[src/design/djt_pkg.sv]
package djt_pkg;

   localparam int COORD_BITS_DEF  = 12;
   localparam int FINGER_BITS_DEF = 4;

   // fixed datapath widths, sized for the widest coordinate setting
   localparam int AX_W   = 16;
   localparam int SQ_W   = 32;
   localparam int D2_W   = 34;
   localparam int R2_W   = 24;
   localparam int MUL_W  = 24;
   localparam int NUM_W  = 64;
   localparam int DEN_W  = 34;
   localparam int QUO_W  = 31;
   localparam int RAD_W  = 32;
   localparam int ACC_W  = 57;

   localparam int ADDR_W = 5;
   localparam int DATA_W = 32;

   localparam logic [2:0] REG_DEAD_ZONE = 3'd0;
   localparam logic [2:0] REG_RADIUS    = 3'd1;
   localparam logic [2:0] REG_FIXED     = 3'd2;
   localparam logic [2:0] REG_SCREEN_W  = 3'd3;
   localparam logic [2:0] REG_LEFT_CX   = 3'd4;
   localparam logic [2:0] REG_CENTRE_Y  = 3'd5;
   localparam logic [2:0] REG_R_INSET   = 3'd6;

   localparam logic [11:0] DEAD_ZONE_RST = 12'd10;
   localparam logic [11:0] RADIUS_RST    = 12'd50;
   localparam logic        FIXED_RST     = 1'b1;
   localparam logic [12:0] SCREEN_W_RST  = 13'd1920;
   localparam logic [11:0] LEFT_CX_RST   = 12'd200;
   localparam logic [11:0] CENTRE_Y_RST  = 12'd600;
   localparam logic [11:0] R_INSET_RST   = 12'd200;

   localparam logic [1:0] MODE_START = 2'd0;
   localparam logic [1:0] MODE_MOVE  = 2'd1;
   localparam logic [1:0] MODE_END   = 2'd2;
   localparam logic [1:0] MODE_KBD   = 2'd3;

   localparam logic [15:0]     ONE_Q15 = 16'h8000;
   localparam logic [D2_W-1:0] ONE_SQ  = D2_W'(1) << 30;

   typedef enum logic {
      OP_DIV  = 1'b0,
      OP_SQRT = 1'b1
   } arith_op_type;

   typedef struct packed {
      logic         start;
      arith_op_type op;
   } arith_req_type;

   typedef struct packed {
      logic done;
      logic busy;
   } arith_rsp_type;

   function automatic logic [15:0] sat_q15(input logic [RAD_W-1:0] q, input logic neg);
      logic [RAD_W-1:0] qq;
      qq = (q > RAD_W'(32768)) ? RAD_W'(32768) : q;
      if (neg) begin
         return 16'(17'h10000 - 17'(qq));
      end
      return (q > RAD_W'(32767)) ? 16'h7fff : q[15:0];
   endfunction

endpackage

[src/design/djt_if.sv]
interface djt_req_if #(
   parameter int COORD_BITS  = djt_pkg::COORD_BITS_DEF,
   parameter int FINGER_BITS = djt_pkg::FINGER_BITS_DEF
);
   logic                   valid;
   logic                   ready;
   logic [1:0]             mode;
   logic [FINGER_BITS-1:0] finger_id;
   logic [COORD_BITS-1:0]  touch_x;
   logic [COORD_BITS-1:0]  touch_y;
   logic signed [15:0]     axis_x;
   logic signed [15:0]     axis_y;
   logic                   right_stick;

   modport source (output valid, mode, finger_id, touch_x, touch_y, axis_x, axis_y,
                   right_stick, input ready);
   modport sink   (input valid, mode, finger_id, touch_x, touch_y, axis_x, axis_y,
                   right_stick, output ready);
endinterface

interface djt_rsp_if;
   logic               valid;
   logic               ready;
   logic               stick;
   logic               changed;
   logic signed [15:0] vec_x;
   logic signed [15:0] vec_y;
   logic [15:0]        magnitude;
   logic               pressed;

   modport source (output valid, stick, changed, vec_x, vec_y, magnitude, pressed,
                   input ready);
   modport sink   (input valid, stick, changed, vec_x, vec_y, magnitude, pressed,
                   output ready);
endinterface

[src/design/djt_arith.sv]
module djt_arith (
   input  logic                         clock,
   input  logic                         reset,
   input  djt_pkg::arith_req_type       ctl,
   input  logic [djt_pkg::NUM_W-1:0]    num,
   input  logic [djt_pkg::DEN_W-1:0]    den,
   input  logic [djt_pkg::RAD_W-1:0]    rad,
   output djt_pkg::arith_rsp_type       sts,
   output logic [djt_pkg::RAD_W-1:0]    result
);
   import djt_pkg::*;

   localparam logic [4:0] DIV_LAST  = 5'(QUO_W - 1);
   localparam logic [4:0] SQRT_LAST = 5'(RAD_W / 2 - 1);

   logic               busy_ff, busy_in;
   logic               done_ff, done_in;
   arith_op_type       op_ff, op_in;
   logic [4:0]         cnt_ff, cnt_in;
   logic [DEN_W-1:0]   rem_ff, rem_in;
   logic [QUO_W-1:0]   lo_ff, lo_in;
   logic [QUO_W-1:0]   q_ff, q_in;
   logic [DEN_W-1:0]   den_ff, den_in;
   logic [RAD_W-1:0]   v_ff, v_in;
   logic [RAD_W-1:0]   r_ff, r_in;
   logic [RAD_W-1:0]   bit_ff, bit_in;

   logic [DEN_W:0]     trial, diff;
   logic               ge;
   logic [RAD_W:0]     rb;
   logic               sge;

   assign trial = {rem_ff, lo_ff[QUO_W-1]};
   assign ge    = trial >= {1'b0, den_ff};
   assign diff  = trial - {1'b0, den_ff};
   assign rb    = (RAD_W+1)'(r_ff) + (RAD_W+1)'(bit_ff);
   assign sge   = (RAD_W+1)'(v_ff) >= rb;

   always_comb begin
      busy_in = busy_ff;
      done_in = 1'b0;
      op_in   = op_ff;
      cnt_in  = cnt_ff;
      rem_in  = rem_ff;
      lo_in   = lo_ff;
      q_in    = q_ff;
      den_in  = den_ff;
      v_in    = v_ff;
      r_in    = r_ff;
      bit_in  = bit_ff;
      if (ctl.start) begin
         busy_in = 1'b1;
         op_in   = ctl.op;
         cnt_in  = '0;
         // quotient stays below 2^QUO_W, so the top part is already below den
         rem_in  = DEN_W'(num >> QUO_W);
         lo_in   = num[QUO_W-1:0];
         q_in    = '0;
         den_in  = den;
         v_in    = rad;
         r_in    = '0;
         bit_in  = RAD_W'(1) << (RAD_W - 2);
      end else if (busy_ff) begin
         cnt_in = cnt_ff + 5'd1;
         if (op_ff == OP_DIV) begin
            lo_in = {lo_ff[QUO_W-2:0], 1'b0};
            q_in  = {q_ff[QUO_W-2:0], ge};
            rem_in = ge ? diff[DEN_W-1:0] : trial[DEN_W-1:0];
            if (cnt_ff == DIV_LAST) begin
               busy_in = 1'b0;
               done_in = 1'b1;
            end
         end else begin
            if (sge) begin
               v_in = v_ff - rb[RAD_W-1:0];
               r_in = (r_ff >> 1) + bit_ff;
            end else begin
               r_in = r_ff >> 1;
            end
            bit_in = bit_ff >> 2;
            if (cnt_ff == SQRT_LAST) begin
               busy_in = 1'b0;
               done_in = 1'b1;
            end
         end
      end
   end

   always_ff @(posedge clock) begin
      if (reset) begin
         busy_ff <= 1'b0;
         done_ff <= 1'b0;
      end else begin
         busy_ff <= busy_in;
         done_ff <= done_in;
      end
      op_ff  <= op_in;
      cnt_ff <= cnt_in;
      rem_ff <= rem_in;
      lo_ff  <= lo_in;
      q_ff   <= q_in;
      den_ff <= den_in;
      v_ff   <= v_in;
      r_ff   <= r_in;
      bit_ff <= bit_in;
   end

   assign sts.done = done_ff;
   assign sts.busy = busy_ff;
   assign result   = (op_ff == OP_DIV) ? RAD_W'(q_ff) : r_ff;

endmodule

[src/design/dual_touch_joystick_tracker_core.sv]
// Touch start, touch end and ignored items pass from ST_EVT straight to ST_OUT.
// Touch move: no divide in the dead zone, else a divide per axis, then a root per axis
// if clamped or a magnitude divide and root if not; keyboard: a root in range, else as clamped.
// The time is set by the shared divide/root unit, which starts, then yields one result
// bit per cycle until done, plus the multiply and compare steps.
// One item at a time: the next item can be taken in the cycle after the result is loaded.
// Synchronous active-high reset clears both sticks and loads register defaults.
module dual_touch_joystick_tracker_core #(
   parameter int COORD_BITS  = djt_pkg::COORD_BITS_DEF,
   parameter int FINGER_BITS = djt_pkg::FINGER_BITS_DEF
) (
   input  logic                         clock,
   input  logic                         reset,
   input  logic                         csr_psel,
   input  logic                         csr_penable,
   input  logic                         csr_pwrite,
   input  logic [djt_pkg::ADDR_W-1:0]   csr_paddr,
   input  logic [djt_pkg::DATA_W-1:0]   csr_pwdata,
   output logic [djt_pkg::DATA_W-1:0]   csr_prdata,
   output logic                         csr_pready,
   djt_req_if.sink                      req_ch,
   djt_rsp_if.source                    rsp_ch
);
   import djt_pkg::*;

   localparam int CMAX = (1 << COORD_BITS) - 1;

   typedef enum logic [17:0] {
      ST_IDLE = 18'h00001,
      ST_EVT  = 18'h00002,
      ST_SQX  = 18'h00004,
      ST_SQY  = 18'h00008,
      ST_DZ2  = 18'h00010,
      ST_RR2  = 18'h00020,
      ST_DEC  = 18'h00040,
      ST_DIVX = 18'h00080,
      ST_SQTX = 18'h00100,
      ST_DIVY = 18'h00200,
      ST_SQTY = 18'h00400,
      ST_DIVM = 18'h00800,
      ST_SQTM = 18'h01000,
      ST_PLO  = 18'h02000,
      ST_PHI  = 18'h04000,
      ST_PCMP = 18'h08000,
      ST_WRB  = 18'h10000,
      ST_OUT  = 18'h20000
   } state_type;

   function automatic logic [COORD_BITS-1:0] sat_c(input logic [12:0] v);
      if (32'(v) > CMAX) begin
         return COORD_BITS'(CMAX);
      end
      return COORD_BITS'(v);
   endfunction

   // configuration registers
   logic [11:0] dz_ff, sr_ff, lcx_ff, cy_ff, ri_ff;
   logic        fo_ff;
   logic [12:0] sw_ff;
   logic        wr_en;
   logic [11:0] rad_r;

   assign csr_pready = 1'b1;
   assign wr_en      = csr_psel & csr_penable & csr_pwrite;
   assign rad_r      = (sr_ff == 12'd0) ? 12'd1 : sr_ff;

   always_ff @(posedge clock) begin
      if (reset) begin
         dz_ff  <= DEAD_ZONE_RST;
         sr_ff  <= RADIUS_RST;
         fo_ff  <= FIXED_RST;
         sw_ff  <= SCREEN_W_RST;
         lcx_ff <= LEFT_CX_RST;
         cy_ff  <= CENTRE_Y_RST;
         ri_ff  <= R_INSET_RST;
      end else if (wr_en) begin
         case (csr_paddr[4:2])
            REG_DEAD_ZONE: dz_ff  <= csr_pwdata[11:0];
            REG_RADIUS:    sr_ff  <= csr_pwdata[11:0];
            REG_FIXED:     fo_ff  <= csr_pwdata[0];
            REG_SCREEN_W:  sw_ff  <= csr_pwdata[12:0];
            REG_LEFT_CX:   lcx_ff <= csr_pwdata[11:0];
            REG_CENTRE_Y:  cy_ff  <= csr_pwdata[11:0];
            REG_R_INSET:   ri_ff  <= csr_pwdata[11:0];
            default: ;
         endcase
      end
   end

   always_comb begin
      case (csr_paddr[4:2])
         REG_DEAD_ZONE: csr_prdata = DATA_W'(dz_ff);
         REG_RADIUS:    csr_prdata = DATA_W'(sr_ff);
         REG_FIXED:     csr_prdata = DATA_W'(fo_ff);
         REG_SCREEN_W:  csr_prdata = DATA_W'(sw_ff);
         REG_LEFT_CX:   csr_prdata = DATA_W'(lcx_ff);
         REG_CENTRE_Y:  csr_prdata = DATA_W'(cy_ff);
         REG_R_INSET:   csr_prdata = DATA_W'(ri_ff);
         default:       csr_prdata = '0;
      endcase
   end

   // sequencer and stick state
   state_type              state_ff, state_in;
   logic                   issued_ff, issued_in;

   logic [1:0]             mode_ff;
   logic [FINGER_BITS-1:0] fid_ff;
   logic [COORD_BITS-1:0]  tx_ff, ty_ff;
   logic [15:0]            axx_ff, axy_ff;
   logic                   rs_ff;

   logic                   s_ff, s_in;
   logic                   kbd_ff, kbd_in;
   logic                   clamp_ff, clamp_in;
   logic                   nx_ff, nx_in, ny_ff, ny_in;
   logic [AX_W-1:0]        ax_ff, ax_in, ay_ff, ay_in;
   logic [SQ_W-1:0]        sqx_ff, sqx_in, sqy_ff, sqy_in;
   logic [D2_W-1:0]        d2_ff, d2_in;
   logic [R2_W-1:0]        dz2_ff, dz2_in, r2_ff, r2_in;
   logic [2*MUL_W-1:0]     plo_ff, plo_in, phi_ff, phi_in;
   logic [15:0]            vx_ff, vx_in, vy_ff, vy_in, mag_ff, mag_in;
   logic                   pr_ff, pr_in;
   logic                   out_s_ff, out_s_in, out_chg_ff, out_chg_in;

   logic [1:0]             act_ff, act_in, spr_ff, spr_in;
   logic [FINGER_BITS-1:0] fng_ff [2];
   logic [FINGER_BITS-1:0] fng_in [2];
   logic [COORD_BITS-1:0]  orgx_ff [2];
   logic [COORD_BITS-1:0]  orgx_in [2];
   logic [COORD_BITS-1:0]  orgy_ff [2];
   logic [COORD_BITS-1:0]  orgy_in [2];
   logic [15:0]            svx_ff [2];
   logic [15:0]            svx_in [2];
   logic [15:0]            svy_ff [2];
   logic [15:0]            svy_in [2];
   logic [15:0]            smag_ff [2];
   logic [15:0]            smag_in [2];

   logic                   rsp_v_ff, rsp_v_in;
   logic                   rsp_stick_ff, rsp_chg_ff, rsp_pr_ff;
   logic [15:0]            rsp_vx_ff, rsp_vy_ff, rsp_mag_ff;
   logic                   rsp_load;

   // shared multiplier and divide/root unit
   logic [MUL_W-1:0]       mul_a, mul_b;
   logic [2*MUL_W-1:0]     prod;
   arith_req_type          a_req;
   arith_rsp_type          a_rsp;
   logic                   a_start;
   arith_op_type           a_op;
   logic [NUM_W-1:0]       a_num;
   logic [DEN_W-1:0]       a_den;
   logic [RAD_W-1:0]       a_rad, a_res;

   logic                   half;
   logic [12:0]            rx_c;
   logic                   hit0, hit1, own_s;
   logic [COORD_BITS-1:0]  org_x, org_y;
   logic [D2_W-1:0]        mm;
   logic [ACC_W-1:0]       acc, thr;

   assign prod  = mul_a * mul_b;
   assign half  = ((17'(tx_ff) << 1) < 17'(sw_ff)) ? 1'b0 : 1'b1;
   assign rx_c  = (sw_ff > {1'b0, ri_ff}) ? (sw_ff - {1'b0, ri_ff}) : 13'd0;
   assign hit0  = act_ff[0] && (fng_ff[0] == fid_ff);
   assign hit1  = act_ff[1] && (fng_ff[1] == fid_ff);
   assign own_s = !hit0;
   assign org_x = orgx_ff[own_s];
   assign org_y = orgy_ff[own_s];
   assign mm    = (d2_ff > ONE_SQ) ? ONE_SQ : d2_ff;
   assign acc   = ACC_W'(plo_ff) + (ACC_W'(phi_ff) << 16);
   assign thr   = ACC_W'(dz2_ff) << 30;
   assign rsp_load = (state_ff == ST_OUT) && (!rsp_v_ff || rsp_ch.ready);
   assign a_req = '{start: a_start, op: a_op};

   assign req_ch.ready = (state_ff == ST_IDLE);

   djt_arith u_arith (
      .clock  (clock),
      .reset  (reset),
      .ctl    (a_req),
      .num    (a_num),
      .den    (a_den),
      .rad    (a_rad),
      .sts    (a_rsp),
      .result (a_res)
   );

   always_comb begin
      mul_a = '0;
      mul_b = '0;
      case (state_ff)
         ST_SQX: begin
            mul_a = MUL_W'(ax_ff);
            mul_b = MUL_W'(ax_ff);
         end
         ST_SQY: begin
            mul_a = MUL_W'(ay_ff);
            mul_b = MUL_W'(ay_ff);
         end
         ST_DZ2: begin
            mul_a = MUL_W'(dz_ff);
            mul_b = MUL_W'(dz_ff);
         end
         ST_RR2: begin
            mul_a = MUL_W'(rad_r);
            mul_b = MUL_W'(rad_r);
         end
         ST_PLO: begin
            mul_a = MUL_W'(mm[15:0]);
            mul_b = r2_ff;
         end
         ST_PHI: begin
            mul_a = MUL_W'(mm[30:16]);
            mul_b = r2_ff;
         end
         default: ;
      endcase
   end

   always_comb begin
      a_num = '0;
      a_den = '0;
      a_rad = a_res;
      a_op  = OP_DIV;
      case (state_ff)
         ST_DIVX: begin
            a_num = clamp_ff ? (NUM_W'(sqx_ff) << 30) : (NUM_W'(ax_ff) << 15);
            a_den = clamp_ff ? d2_ff : DEN_W'(rad_r);
         end
         ST_DIVY: begin
            a_num = clamp_ff ? (NUM_W'(sqy_ff) << 30) : (NUM_W'(ay_ff) << 15);
            a_den = clamp_ff ? d2_ff : DEN_W'(rad_r);
         end
         ST_DIVM: begin
            a_num = NUM_W'(d2_ff) << 30;
            a_den = DEN_W'(r2_ff);
         end
         ST_SQTX, ST_SQTY: a_op = OP_SQRT;
         ST_SQTM: begin
            a_op = OP_SQRT;
            // keyboard in range takes the root of the squared length directly
            if (kbd_ff) begin
               a_rad = d2_ff[RAD_W-1:0];
            end
         end
         default: ;
      endcase
   end

   always_comb begin
      a_start    = 1'b0;
      state_in   = state_ff;
      issued_in  = issued_ff;
      s_in       = s_ff;
      kbd_in     = kbd_ff;
      clamp_in   = clamp_ff;
      nx_in      = nx_ff;
      ny_in      = ny_ff;
      ax_in      = ax_ff;
      ay_in      = ay_ff;
      sqx_in     = sqx_ff;
      sqy_in     = sqy_ff;
      d2_in      = d2_ff;
      dz2_in     = dz2_ff;
      r2_in      = r2_ff;
      plo_in     = plo_ff;
      phi_in     = phi_ff;
      vx_in      = vx_ff;
      vy_in      = vy_ff;
      mag_in     = mag_ff;
      pr_in      = pr_ff;
      out_s_in   = out_s_ff;
      out_chg_in = out_chg_ff;
      act_in     = act_ff;
      spr_in     = spr_ff;
      fng_in     = fng_ff;
      orgx_in    = orgx_ff;
      orgy_in    = orgy_ff;
      svx_in     = svx_ff;
      svy_in     = svy_ff;
      smag_in    = smag_ff;

      case (state_ff)
         ST_IDLE: begin
            if (req_ch.valid) begin
               state_in = ST_EVT;
            end
         end
         ST_EVT: begin
            state_in = ST_OUT;
            case (mode_ff)
               MODE_START: begin
                  out_s_in = half;
                  if (act_ff[half]) begin
                     out_chg_in = 1'b0;
                  end else begin
                     out_chg_in   = 1'b1;
                     act_in[half] = 1'b1;
                     fng_in[half] = fid_ff;
                     spr_in[half] = 1'b1;
                     if (fo_ff) begin
                        orgx_in[half] = half ? sat_c(rx_c) : sat_c({1'b0, lcx_ff});
                        orgy_in[half] = sat_c({1'b0, cy_ff});
                     end else begin
                        orgx_in[half] = tx_ff;
                        orgy_in[half] = ty_ff;
                     end
                  end
               end
               MODE_KBD: begin
                  s_in   = rs_ff;
                  kbd_in = 1'b1;
                  nx_in  = axx_ff[15];
                  ny_in  = axy_ff[15];
                  ax_in  = axx_ff[15] ? AX_W'(17'h10000 - {1'b0, axx_ff}) : AX_W'(axx_ff);
                  ay_in  = axy_ff[15] ? AX_W'(17'h10000 - {1'b0, axy_ff}) : AX_W'(axy_ff);
                  state_in = ST_SQX;
               end
               default: begin
                  if (!(hit0 || hit1)) begin
                     out_s_in   = 1'b0;
                     out_chg_in = 1'b0;
                  end else if (mode_ff == MODE_END) begin
                     out_s_in       = own_s;
                     out_chg_in     = 1'b1;
                     act_in[own_s]  = 1'b0;
                     fng_in[own_s]  = '0;
                     spr_in[own_s]  = 1'b0;
                     svx_in[own_s]  = '0;
                     svy_in[own_s]  = '0;
                     smag_in[own_s] = '0;
                  end else begin
                     s_in   = own_s;
                     kbd_in = 1'b0;
                     nx_in  = tx_ff < org_x;
                     ny_in  = ty_ff < org_y;
                     ax_in  = (tx_ff < org_x) ? AX_W'(org_x - tx_ff) : AX_W'(tx_ff - org_x);
                     ay_in  = (ty_ff < org_y) ? AX_W'(org_y - ty_ff) : AX_W'(ty_ff - org_y);
                     state_in = ST_SQX;
                  end
               end
            endcase
         end
         ST_SQX: begin
            sqx_in   = prod[SQ_W-1:0];
            state_in = ST_SQY;
         end
         ST_SQY: begin
            sqy_in   = prod[SQ_W-1:0];
            state_in = ST_DZ2;
         end
         ST_DZ2: begin
            dz2_in   = prod[R2_W-1:0];
            d2_in    = D2_W'(sqx_ff) + D2_W'(sqy_ff);
            state_in = ST_RR2;
         end
         ST_RR2: begin
            r2_in    = prod[R2_W-1:0];
            state_in = ST_DEC;
         end
         ST_DEC: begin
            if (kbd_ff) begin
               clamp_in = d2_ff > ONE_SQ;
               if (d2_ff > ONE_SQ) begin
                  state_in = ST_DIVX;
               end else begin
                  vx_in    = axx_ff;
                  vy_in    = axy_ff;
                  state_in = ST_SQTM;
               end
            end else if (d2_ff < D2_W'(dz2_ff)) begin
               // dead zone: zero and released
               vx_in    = '0;
               vy_in    = '0;
               mag_in   = '0;
               pr_in    = 1'b0;
               state_in = ST_WRB;
            end else begin
               pr_in    = 1'b1;
               clamp_in = d2_ff > D2_W'(r2_ff);
               state_in = ST_DIVX;
            end
         end
         ST_DIVX, ST_SQTX, ST_DIVY, ST_SQTY, ST_DIVM, ST_SQTM: begin
            if (!issued_ff) begin
               a_start   = 1'b1;
               issued_in = 1'b1;
            end else if (a_rsp.done) begin
               issued_in = 1'b0;
               case (state_ff)
                  ST_DIVX: begin
                     if (clamp_ff) begin
                        state_in = ST_SQTX;
                     end else begin
                        vx_in    = sat_q15(a_res, nx_ff);
                        state_in = ST_DIVY;
                     end
                  end
                  ST_SQTX: begin
                     vx_in    = sat_q15(a_res, nx_ff);
                     state_in = ST_DIVY;
                  end
                  ST_DIVY: begin
                     if (clamp_ff) begin
                        state_in = ST_SQTY;
                     end else begin
                        vy_in    = sat_q15(a_res, ny_ff);
                        state_in = ST_DIVM;
                     end
                  end
                  ST_SQTY: begin
                     vy_in    = sat_q15(a_res, ny_ff);
                     mag_in   = ONE_Q15;
                     state_in = kbd_ff ? ST_PLO : ST_WRB;
                  end
                  ST_DIVM: state_in = ST_SQTM;
                  default: begin
                     mag_in   = a_res[15:0];
                     state_in = kbd_ff ? ST_PLO : ST_WRB;
                  end
               endcase
            end
         end
         ST_PLO: begin
            plo_in   = prod;
            state_in = ST_PHI;
         end
         ST_PHI: begin
            phi_in   = prod;
            state_in = ST_PCMP;
         end
         ST_PCMP: begin
            pr_in    = acc > thr;
            state_in = ST_WRB;
         end
         ST_WRB: begin
            svx_in[s_ff]  = vx_ff;
            svy_in[s_ff]  = vy_ff;
            smag_in[s_ff] = mag_ff;
            spr_in[s_ff]  = pr_ff;
            out_s_in      = s_ff;
            out_chg_in    = 1'b1;
            state_in      = ST_OUT;
         end
         ST_OUT: begin
            if (rsp_load) begin
               state_in = ST_IDLE;
            end
         end
         default: state_in = ST_IDLE;
      endcase
   end

   always_comb begin
      rsp_v_in = rsp_v_ff;
      if (rsp_load) begin
         rsp_v_in = 1'b1;
      end else if (rsp_ch.ready) begin
         rsp_v_in = 1'b0;
      end
   end

   always_ff @(posedge clock) begin
      if (reset) begin
         state_ff  <= ST_IDLE;
         issued_ff <= 1'b0;
         rsp_v_ff  <= 1'b0;
         act_ff    <= '0;
         spr_ff    <= '0;
         for (int i = 0; i < 2; i++) begin
            fng_ff[i]  <= '0;
            orgx_ff[i] <= '0;
            orgy_ff[i] <= '0;
            svx_ff[i]  <= '0;
            svy_ff[i]  <= '0;
            smag_ff[i] <= '0;
         end
      end else begin
         state_ff  <= state_in;
         issued_ff <= issued_in;
         rsp_v_ff  <= rsp_v_in;
         act_ff    <= act_in;
         spr_ff    <= spr_in;
         fng_ff    <= fng_in;
         orgx_ff   <= orgx_in;
         orgy_ff   <= orgy_in;
         svx_ff    <= svx_in;
         svy_ff    <= svy_in;
         smag_ff   <= smag_in;
      end
   end

   always_ff @(posedge clock) begin
      if (req_ch.valid && req_ch.ready) begin
         mode_ff <= req_ch.mode;
         fid_ff  <= req_ch.finger_id;
         tx_ff   <= req_ch.touch_x;
         ty_ff   <= req_ch.touch_y;
         axx_ff  <= req_ch.axis_x;
         axy_ff  <= req_ch.axis_y;
         rs_ff   <= req_ch.right_stick;
      end
      s_ff       <= s_in;
      kbd_ff     <= kbd_in;
      clamp_ff   <= clamp_in;
      nx_ff      <= nx_in;
      ny_ff      <= ny_in;
      ax_ff      <= ax_in;
      ay_ff      <= ay_in;
      sqx_ff     <= sqx_in;
      sqy_ff     <= sqy_in;
      d2_ff      <= d2_in;
      dz2_ff     <= dz2_in;
      r2_ff      <= r2_in;
      plo_ff     <= plo_in;
      phi_ff     <= phi_in;
      vx_ff      <= vx_in;
      vy_ff      <= vy_in;
      mag_ff     <= mag_in;
      pr_ff      <= pr_in;
      out_s_ff   <= out_s_in;
      out_chg_ff <= out_chg_in;
      if (rsp_load) begin
         rsp_stick_ff <= out_s_ff;
         rsp_chg_ff   <= out_chg_ff;
         rsp_vx_ff    <= out_chg_ff ? svx_ff[out_s_ff] : 16'd0;
         rsp_vy_ff    <= out_chg_ff ? svy_ff[out_s_ff] : 16'd0;
         rsp_mag_ff   <= out_chg_ff ? smag_ff[out_s_ff] : 16'd0;
         rsp_pr_ff    <= out_chg_ff ? spr_ff[out_s_ff] : 1'b0;
      end
   end

   assign rsp_ch.valid     = rsp_v_ff;
   assign rsp_ch.stick     = rsp_stick_ff;
   assign rsp_ch.changed   = rsp_chg_ff;
   assign rsp_ch.vec_x     = rsp_vx_ff;
   assign rsp_ch.vec_y     = rsp_vy_ff;
   assign rsp_ch.magnitude = rsp_mag_ff;
   assign rsp_ch.pressed   = rsp_pr_ff;

endmodule

[src/flat_wrapper.sv]
// flat-port wrapper written by rule: the top's interface ports become plain ports
module dual_touch_joystick_tracker_core_flat import djt_pkg::*;
#(
   parameter int COORD_BITS  = djt_pkg::COORD_BITS_DEF,
   parameter int FINGER_BITS = djt_pkg::FINGER_BITS_DEF
)
  (clock, reset, csr_psel, csr_penable, csr_pwrite, csr_paddr, csr_pwdata, csr_prdata, csr_pready, req_ch_valid, req_ch_mode, req_ch_finger_id, req_ch_touch_x, req_ch_touch_y, req_ch_axis_x, req_ch_axis_y, req_ch_right_stick, req_ch_ready, rsp_ch_valid, rsp_ch_stick, rsp_ch_changed, rsp_ch_vec_x, rsp_ch_vec_y, rsp_ch_magnitude, rsp_ch_pressed, rsp_ch_ready);
  djt_req_if #(.COORD_BITS(COORD_BITS), .FINGER_BITS(FINGER_BITS)) req_ch_i ();
  djt_rsp_if rsp_ch_i ();
  input  logic clock;
  input  logic reset;
  input  logic csr_psel;
  input  logic csr_penable;
  input  logic csr_pwrite;
  input  logic [djt_pkg::ADDR_W-1:0] csr_paddr;
  input  logic [djt_pkg::DATA_W-1:0] csr_pwdata;
  output logic [djt_pkg::DATA_W-1:0] csr_prdata;
  output logic csr_pready;
  input wire logic [$bits(req_ch_i.valid)-1:0] req_ch_valid;
  input wire logic [$bits(req_ch_i.mode)-1:0] req_ch_mode;
  input wire logic [$bits(req_ch_i.finger_id)-1:0] req_ch_finger_id;
  input wire logic [$bits(req_ch_i.touch_x)-1:0] req_ch_touch_x;
  input wire logic [$bits(req_ch_i.touch_y)-1:0] req_ch_touch_y;
  input wire logic [$bits(req_ch_i.axis_x)-1:0] req_ch_axis_x;
  input wire logic [$bits(req_ch_i.axis_y)-1:0] req_ch_axis_y;
  input wire logic [$bits(req_ch_i.right_stick)-1:0] req_ch_right_stick;
  output wire logic [$bits(req_ch_i.ready)-1:0] req_ch_ready;
  output wire logic [$bits(rsp_ch_i.valid)-1:0] rsp_ch_valid;
  output wire logic [$bits(rsp_ch_i.stick)-1:0] rsp_ch_stick;
  output wire logic [$bits(rsp_ch_i.changed)-1:0] rsp_ch_changed;
  output wire logic [$bits(rsp_ch_i.vec_x)-1:0] rsp_ch_vec_x;
  output wire logic [$bits(rsp_ch_i.vec_y)-1:0] rsp_ch_vec_y;
  output wire logic [$bits(rsp_ch_i.magnitude)-1:0] rsp_ch_magnitude;
  output wire logic [$bits(rsp_ch_i.pressed)-1:0] rsp_ch_pressed;
  input wire logic [$bits(rsp_ch_i.ready)-1:0] rsp_ch_ready;
  assign req_ch_i.valid = req_ch_valid;
  assign req_ch_i.mode = req_ch_mode;
  assign req_ch_i.finger_id = req_ch_finger_id;
  assign req_ch_i.touch_x = req_ch_touch_x;
  assign req_ch_i.touch_y = req_ch_touch_y;
  assign req_ch_i.axis_x = req_ch_axis_x;
  assign req_ch_i.axis_y = req_ch_axis_y;
  assign req_ch_i.right_stick = req_ch_right_stick;
  assign req_ch_ready = req_ch_i.ready;
  assign rsp_ch_valid = rsp_ch_i.valid;
  assign rsp_ch_stick = rsp_ch_i.stick;
  assign rsp_ch_changed = rsp_ch_i.changed;
  assign rsp_ch_vec_x = rsp_ch_i.vec_x;
  assign rsp_ch_vec_y = rsp_ch_i.vec_y;
  assign rsp_ch_magnitude = rsp_ch_i.magnitude;
  assign rsp_ch_pressed = rsp_ch_i.pressed;
  assign rsp_ch_i.ready = rsp_ch_ready;
  dual_touch_joystick_tracker_core #(.COORD_BITS(COORD_BITS), .FINGER_BITS(FINGER_BITS)) u_core (.clock(clock), .reset(reset), .csr_psel(csr_psel), .csr_penable(csr_penable), .csr_pwrite(csr_pwrite), .csr_paddr(csr_paddr), .csr_pwdata(csr_pwdata), .csr_prdata(csr_prdata), .csr_pready(csr_pready), .req_ch(req_ch_i), .rsp_ch(rsp_ch_i));
endmodule
[config.mk]
export PLATFORM = sky130hd
export DESIGN_NAME = dual_touch_joystick_tracker_core_flat
export DESIGN_NICKNAME = d
export VERILOG_FILES = /design/src/design/djt_pkg.sv /design/src/design/djt_if.sv /design/src/design/djt_arith.sv /design/src/design/dual_touch_joystick_tracker_core.sv /design/src/flat_wrapper.sv
export SDC_FILE = /design/constraint.sdc
export NUM_CORES = 2
export LEC_CHECK = 0
export BUFFER_PORTS_ARGS = -buffer_cell sky130_fd_sc_hd__buf_4
export CAP_MARGIN = 10
export CORE_MARGIN = 3
export CORE_UTILIZATION = 35
export CTS_BUF_LIST = sky130_fd_sc_hd__clkbuf_4 sky130_fd_sc_hd__clkbuf_8
export DETAILED_ROUTE_END_ITERATION = 6
export PLACE_DENSITY = 0.6
export SLEW_MARGIN = 20
export SYNTH_ARGS = -nofsm -noshare
export SYNTH_HDL_FRONTEND = slang
export SYNTH_SLANG_ARGS = --single-unit
[constraint.sdc]
create_clock -name clock -period 13.12 [get_ports clock]
set_clock_uncertainty 0.05 [all_clocks]
set_input_delay 0.656 -clock clock [delete_from_list [all_inputs] [get_ports clock]]
set_output_delay 0.656 -clock clock [all_outputs]
set_load 0.02 [all_outputs]
==> flow_metrics.tcl <==
set metrics [dict create \
    worstPathArrival_ns 11.91 \
    required_ns 13.63 \
    antenna_found_initial 5 \
    clock_path_buffers 3 \
    cts_tree "yes" \
    power_density_nw_per_um2 87.3 \
    dp_hpwl_mm 142 \
    postSynthAreaPerCell_um2 9.49 \
    ys_ff_latch 879 \
    ant_nets 0 \
    num_vias 49700 \
    cts_inserted_buffers 154 \
    grt_pass1_vias 49600 \
    synth_area_leader_cell "edfxtp_1" \
    holdWs_ns 0.174 \
    multi_input_area_um2 35400 \
    crit_path_max_fanout 44 \
    io_pins 193 \
    core_region_area_um2 175000 \
    run_status "finished, final reports clean" \
    clock_latency_ns 0.92 \
    final_layout_size_suffix_gt1_share_pct 9.48 \
    worstMarginPinSlew_ns 1.22 \
    cpPeakStageDelay_ns 0.87 \
    ys_top_cells_by_area "edfxtp_1 26%, dfxtp_1 11%, fa_1 10%" \
    worst_setup_path_end_kind "register" \
    slew_violations 0 \
    io_buffers 151 \
    postSynth.asyncResetShare_pct 0 \
    hold_path_startpoint "req_ch_valid" \
    synth_top_area_share_pct 26.4 \
    seq_area_um2 23000 \
    dp_cells 8752 \
    dieArea_um2 181000 \
    rsz0062_at_grt "no" \
    ys.flop_type "edfxtp_1" \
    cp-startpoint "u_core.state_ff[12]" \
    synth_most_common_cell "nand2_1" \
    fillers 17100 \
    final_nets 7500 \
    p_total_mw 6.06 \
    worstSetupPathType "register to register" \
    setup_viol 0 \
    vdd_drop_max_uv 104 \
    gp_congestion 0.925 \
    cts_root_buffer "clkbuf_8" \
    grtUsageTotal_pct 20.8 \
    worst-r2r-cell-count 28 \
    synth_common_cells "768 x nand2_1, 599 x nor2_1, 544 x inv_1" \
    drcViolationCount 0 \
    fin_crit_ns 11.40 \
    start_util_pct 35.4 \
    viasPerCell 5.46 \
    reg2reg_from "u_core.state_ff[12]" \
    grt_max_degree 102 \
    leakagePower_nw 28.1 \
    placementRows 153 \
    postSynthCellCount 6501 \
    place_area_um2 65300 \
    grt_pass1_wl_mm 294 \
    period_share_pct 86.9 \
    die_w_um 426 \
    post-place-ws_ns 1.91 \
    hold_depth 2 \
    crit_path_top_delay_cell "nand4b_1" \
    fin_ws_ns 1.72 \
    worst-path-stages 28 \
    fin_cells 9108 \
    crit_top_cell "fa_1" \
    die_y_um 426 \
    crit_path_start_kind "register" \
    htree_levels 4 \
    synth.cell_area_um2 61700 \
    synth_enable_flop_cells 542 \
    overflow 0 \
    post-route-util_pct 39.8 \
    syn2layout_area_growth_pct 12.5 \
    slew_headroom_pct 18.8 \
    fin_area_um2 69400 \
    drtPass1Iterations 6 \
    clock-sinks 879 \
    drt-total-wl_mm 191 \
    crit_family "simple AND/OR/NAND/NOR gates" \
    post_drt_wl_per_cell_um 21.0 \
    ys_types 100 \
    fmax_mhz 87.7 \
    finalHoldViolations 0 \
    path_clk_slew_ns 0.06 \
    cp.buffers_inverters 5 \
    hp-class "primary input to register" \
    yosys_warnings 0 \
    drt-initial-drc-count 4789 \
    synth_seq_area_share_pct 37.3 \
    drv_cap 0 \
    tns_ns 0 \
]
[cell usage in the layout, fill, tap and decap left out, types with 50 or more instances in the layout]
| cell | n |
|---|---|
| a211oi_1 | 68 |
| a21o_1 | 120 |
| a21oi_1 | 400 |
| a22oi_1 | 149 |
| a31oi_1 | 52 |
| buf_4 | 251 |
| clkbuf_4 | 50 |
| clkbuf_8 | 168 |
| dfxtp_1 | 337 |
| dlygate4sd3_1 | 76 |
| edfxtp_1 | 542 |
| fa_1 | 315 |
| ha_1 | 419 |
| inv_1 | 544 |
| mux2i_1 | 202 |
| nand2_1 | 767 |
| nand3_1 | 91 |
| nand4_1 | 52 |
| nor2_1 | 594 |
| nor2b_1 | 95 |
| nor3_1 | 109 |
| o21ai_0 | 287 |
| xnor2_1 | 162 |
| xor2_1 | 109 |
[worst paths after layout]
path / to / slack (ns)
worst max-delay path: u_core.plo_ff[30] / 1.72
worst min-delay path: u_core.axx_ff[6] / 0.17
worst max register to register: u_core.plo_ff[30] / 1.72
worst min register to register: u_core.orgy_ff[23] / 0.40
[worst reg2reg max path, delay by kind of cell, from the launching register on]
family                     cells  cell delay (ns)
buffers and inverters          5             0.94
xor gates and xnor gates       1             0.68
adders and majority gates      7             3.56
AOI/OAI and AO/OA              5             1.55
DFF                            1             0.39
and+or+nand+nor               10             3.89
[flip-flops by register name (all words and copies together) (netlist names), 18 cells and up]
register,cells
u_core.phi_ff,40
u_core.plo_ff,40
u_core.u_arith.rem_ff,34
u_core.d2_ff,33
u_core.u_arith.den_ff,33
u_core.smag_ff,32
u_core.sqx_ff,32
u_core.sqy_ff,32
u_core.svx_ff,32
u_core.svy_ff,32
u_core.u_arith.r_ff,32
u_core.u_arith.v_ff,32
u_core.u_arith.q_ff,31
u_core.dz2_ff,24
u_core.orgx_ff,24
u_core.orgy_ff,24
u_core.r2_ff,24
u_core.state_ff,18
[kinds of logic after synthesis]
family	count (synthesis)	share of synthesized area, %
and+or+nand+nor	1991	14.6
AOI/OAI and AO/OA	1491	15.7
buffers and inverters	892	5.81
DFF	879	37.3
adders and majority gates	734	18.7
xor gates and xnor gates	274	3.89
muxes	238	3.97
other	2	0.0122
[per-layer routing]
layer / share of wire [%] / track usage [%]
met5: 0 / 0
met4: 3.3 / 7.36
met3: 6.7 / 3.18
met2: 46 / 33.4
met1: 44 / 28.6
[where the power goes]
| group | switching [mW] | leakage (nW) | internal, mW |
|---|---|---|---|
| logic | 0.197 | 18.7 | 0.125 |
| registers | 0.0329 | 7.65 | 2.94 |
| clock network | 1.26 | 1.78 | 1.50 |
| total | 1.49 | 28.1 | 4.57 |
[layout make-up]
| type | count | share of cell area, % |
|---|---|---|
| clock buffer | 218 | 3.87 |
| tap | 2325 | 4.19 |
| inverter | 547 | 2.96 |
| sequential | 879 | 33.2 |
| antenna | 1 | 0.00361 |
| multi-input combinational | 4748 | 51.0 |
| clock inverter | 61 | 0.975 |
| timing repair buffer | 329 | 3.84 |
[timing repair]
action / in CTS / in global routing
gates resized for setup: 0 / 0
hold endpoints to repair: 128 / 0
setup buffers: 0 / 0
endpoints found under the setup margin: 0 / 0
hold buffers: 76 / 0
No activity file was read; power rests on OpenSTA's default activity.
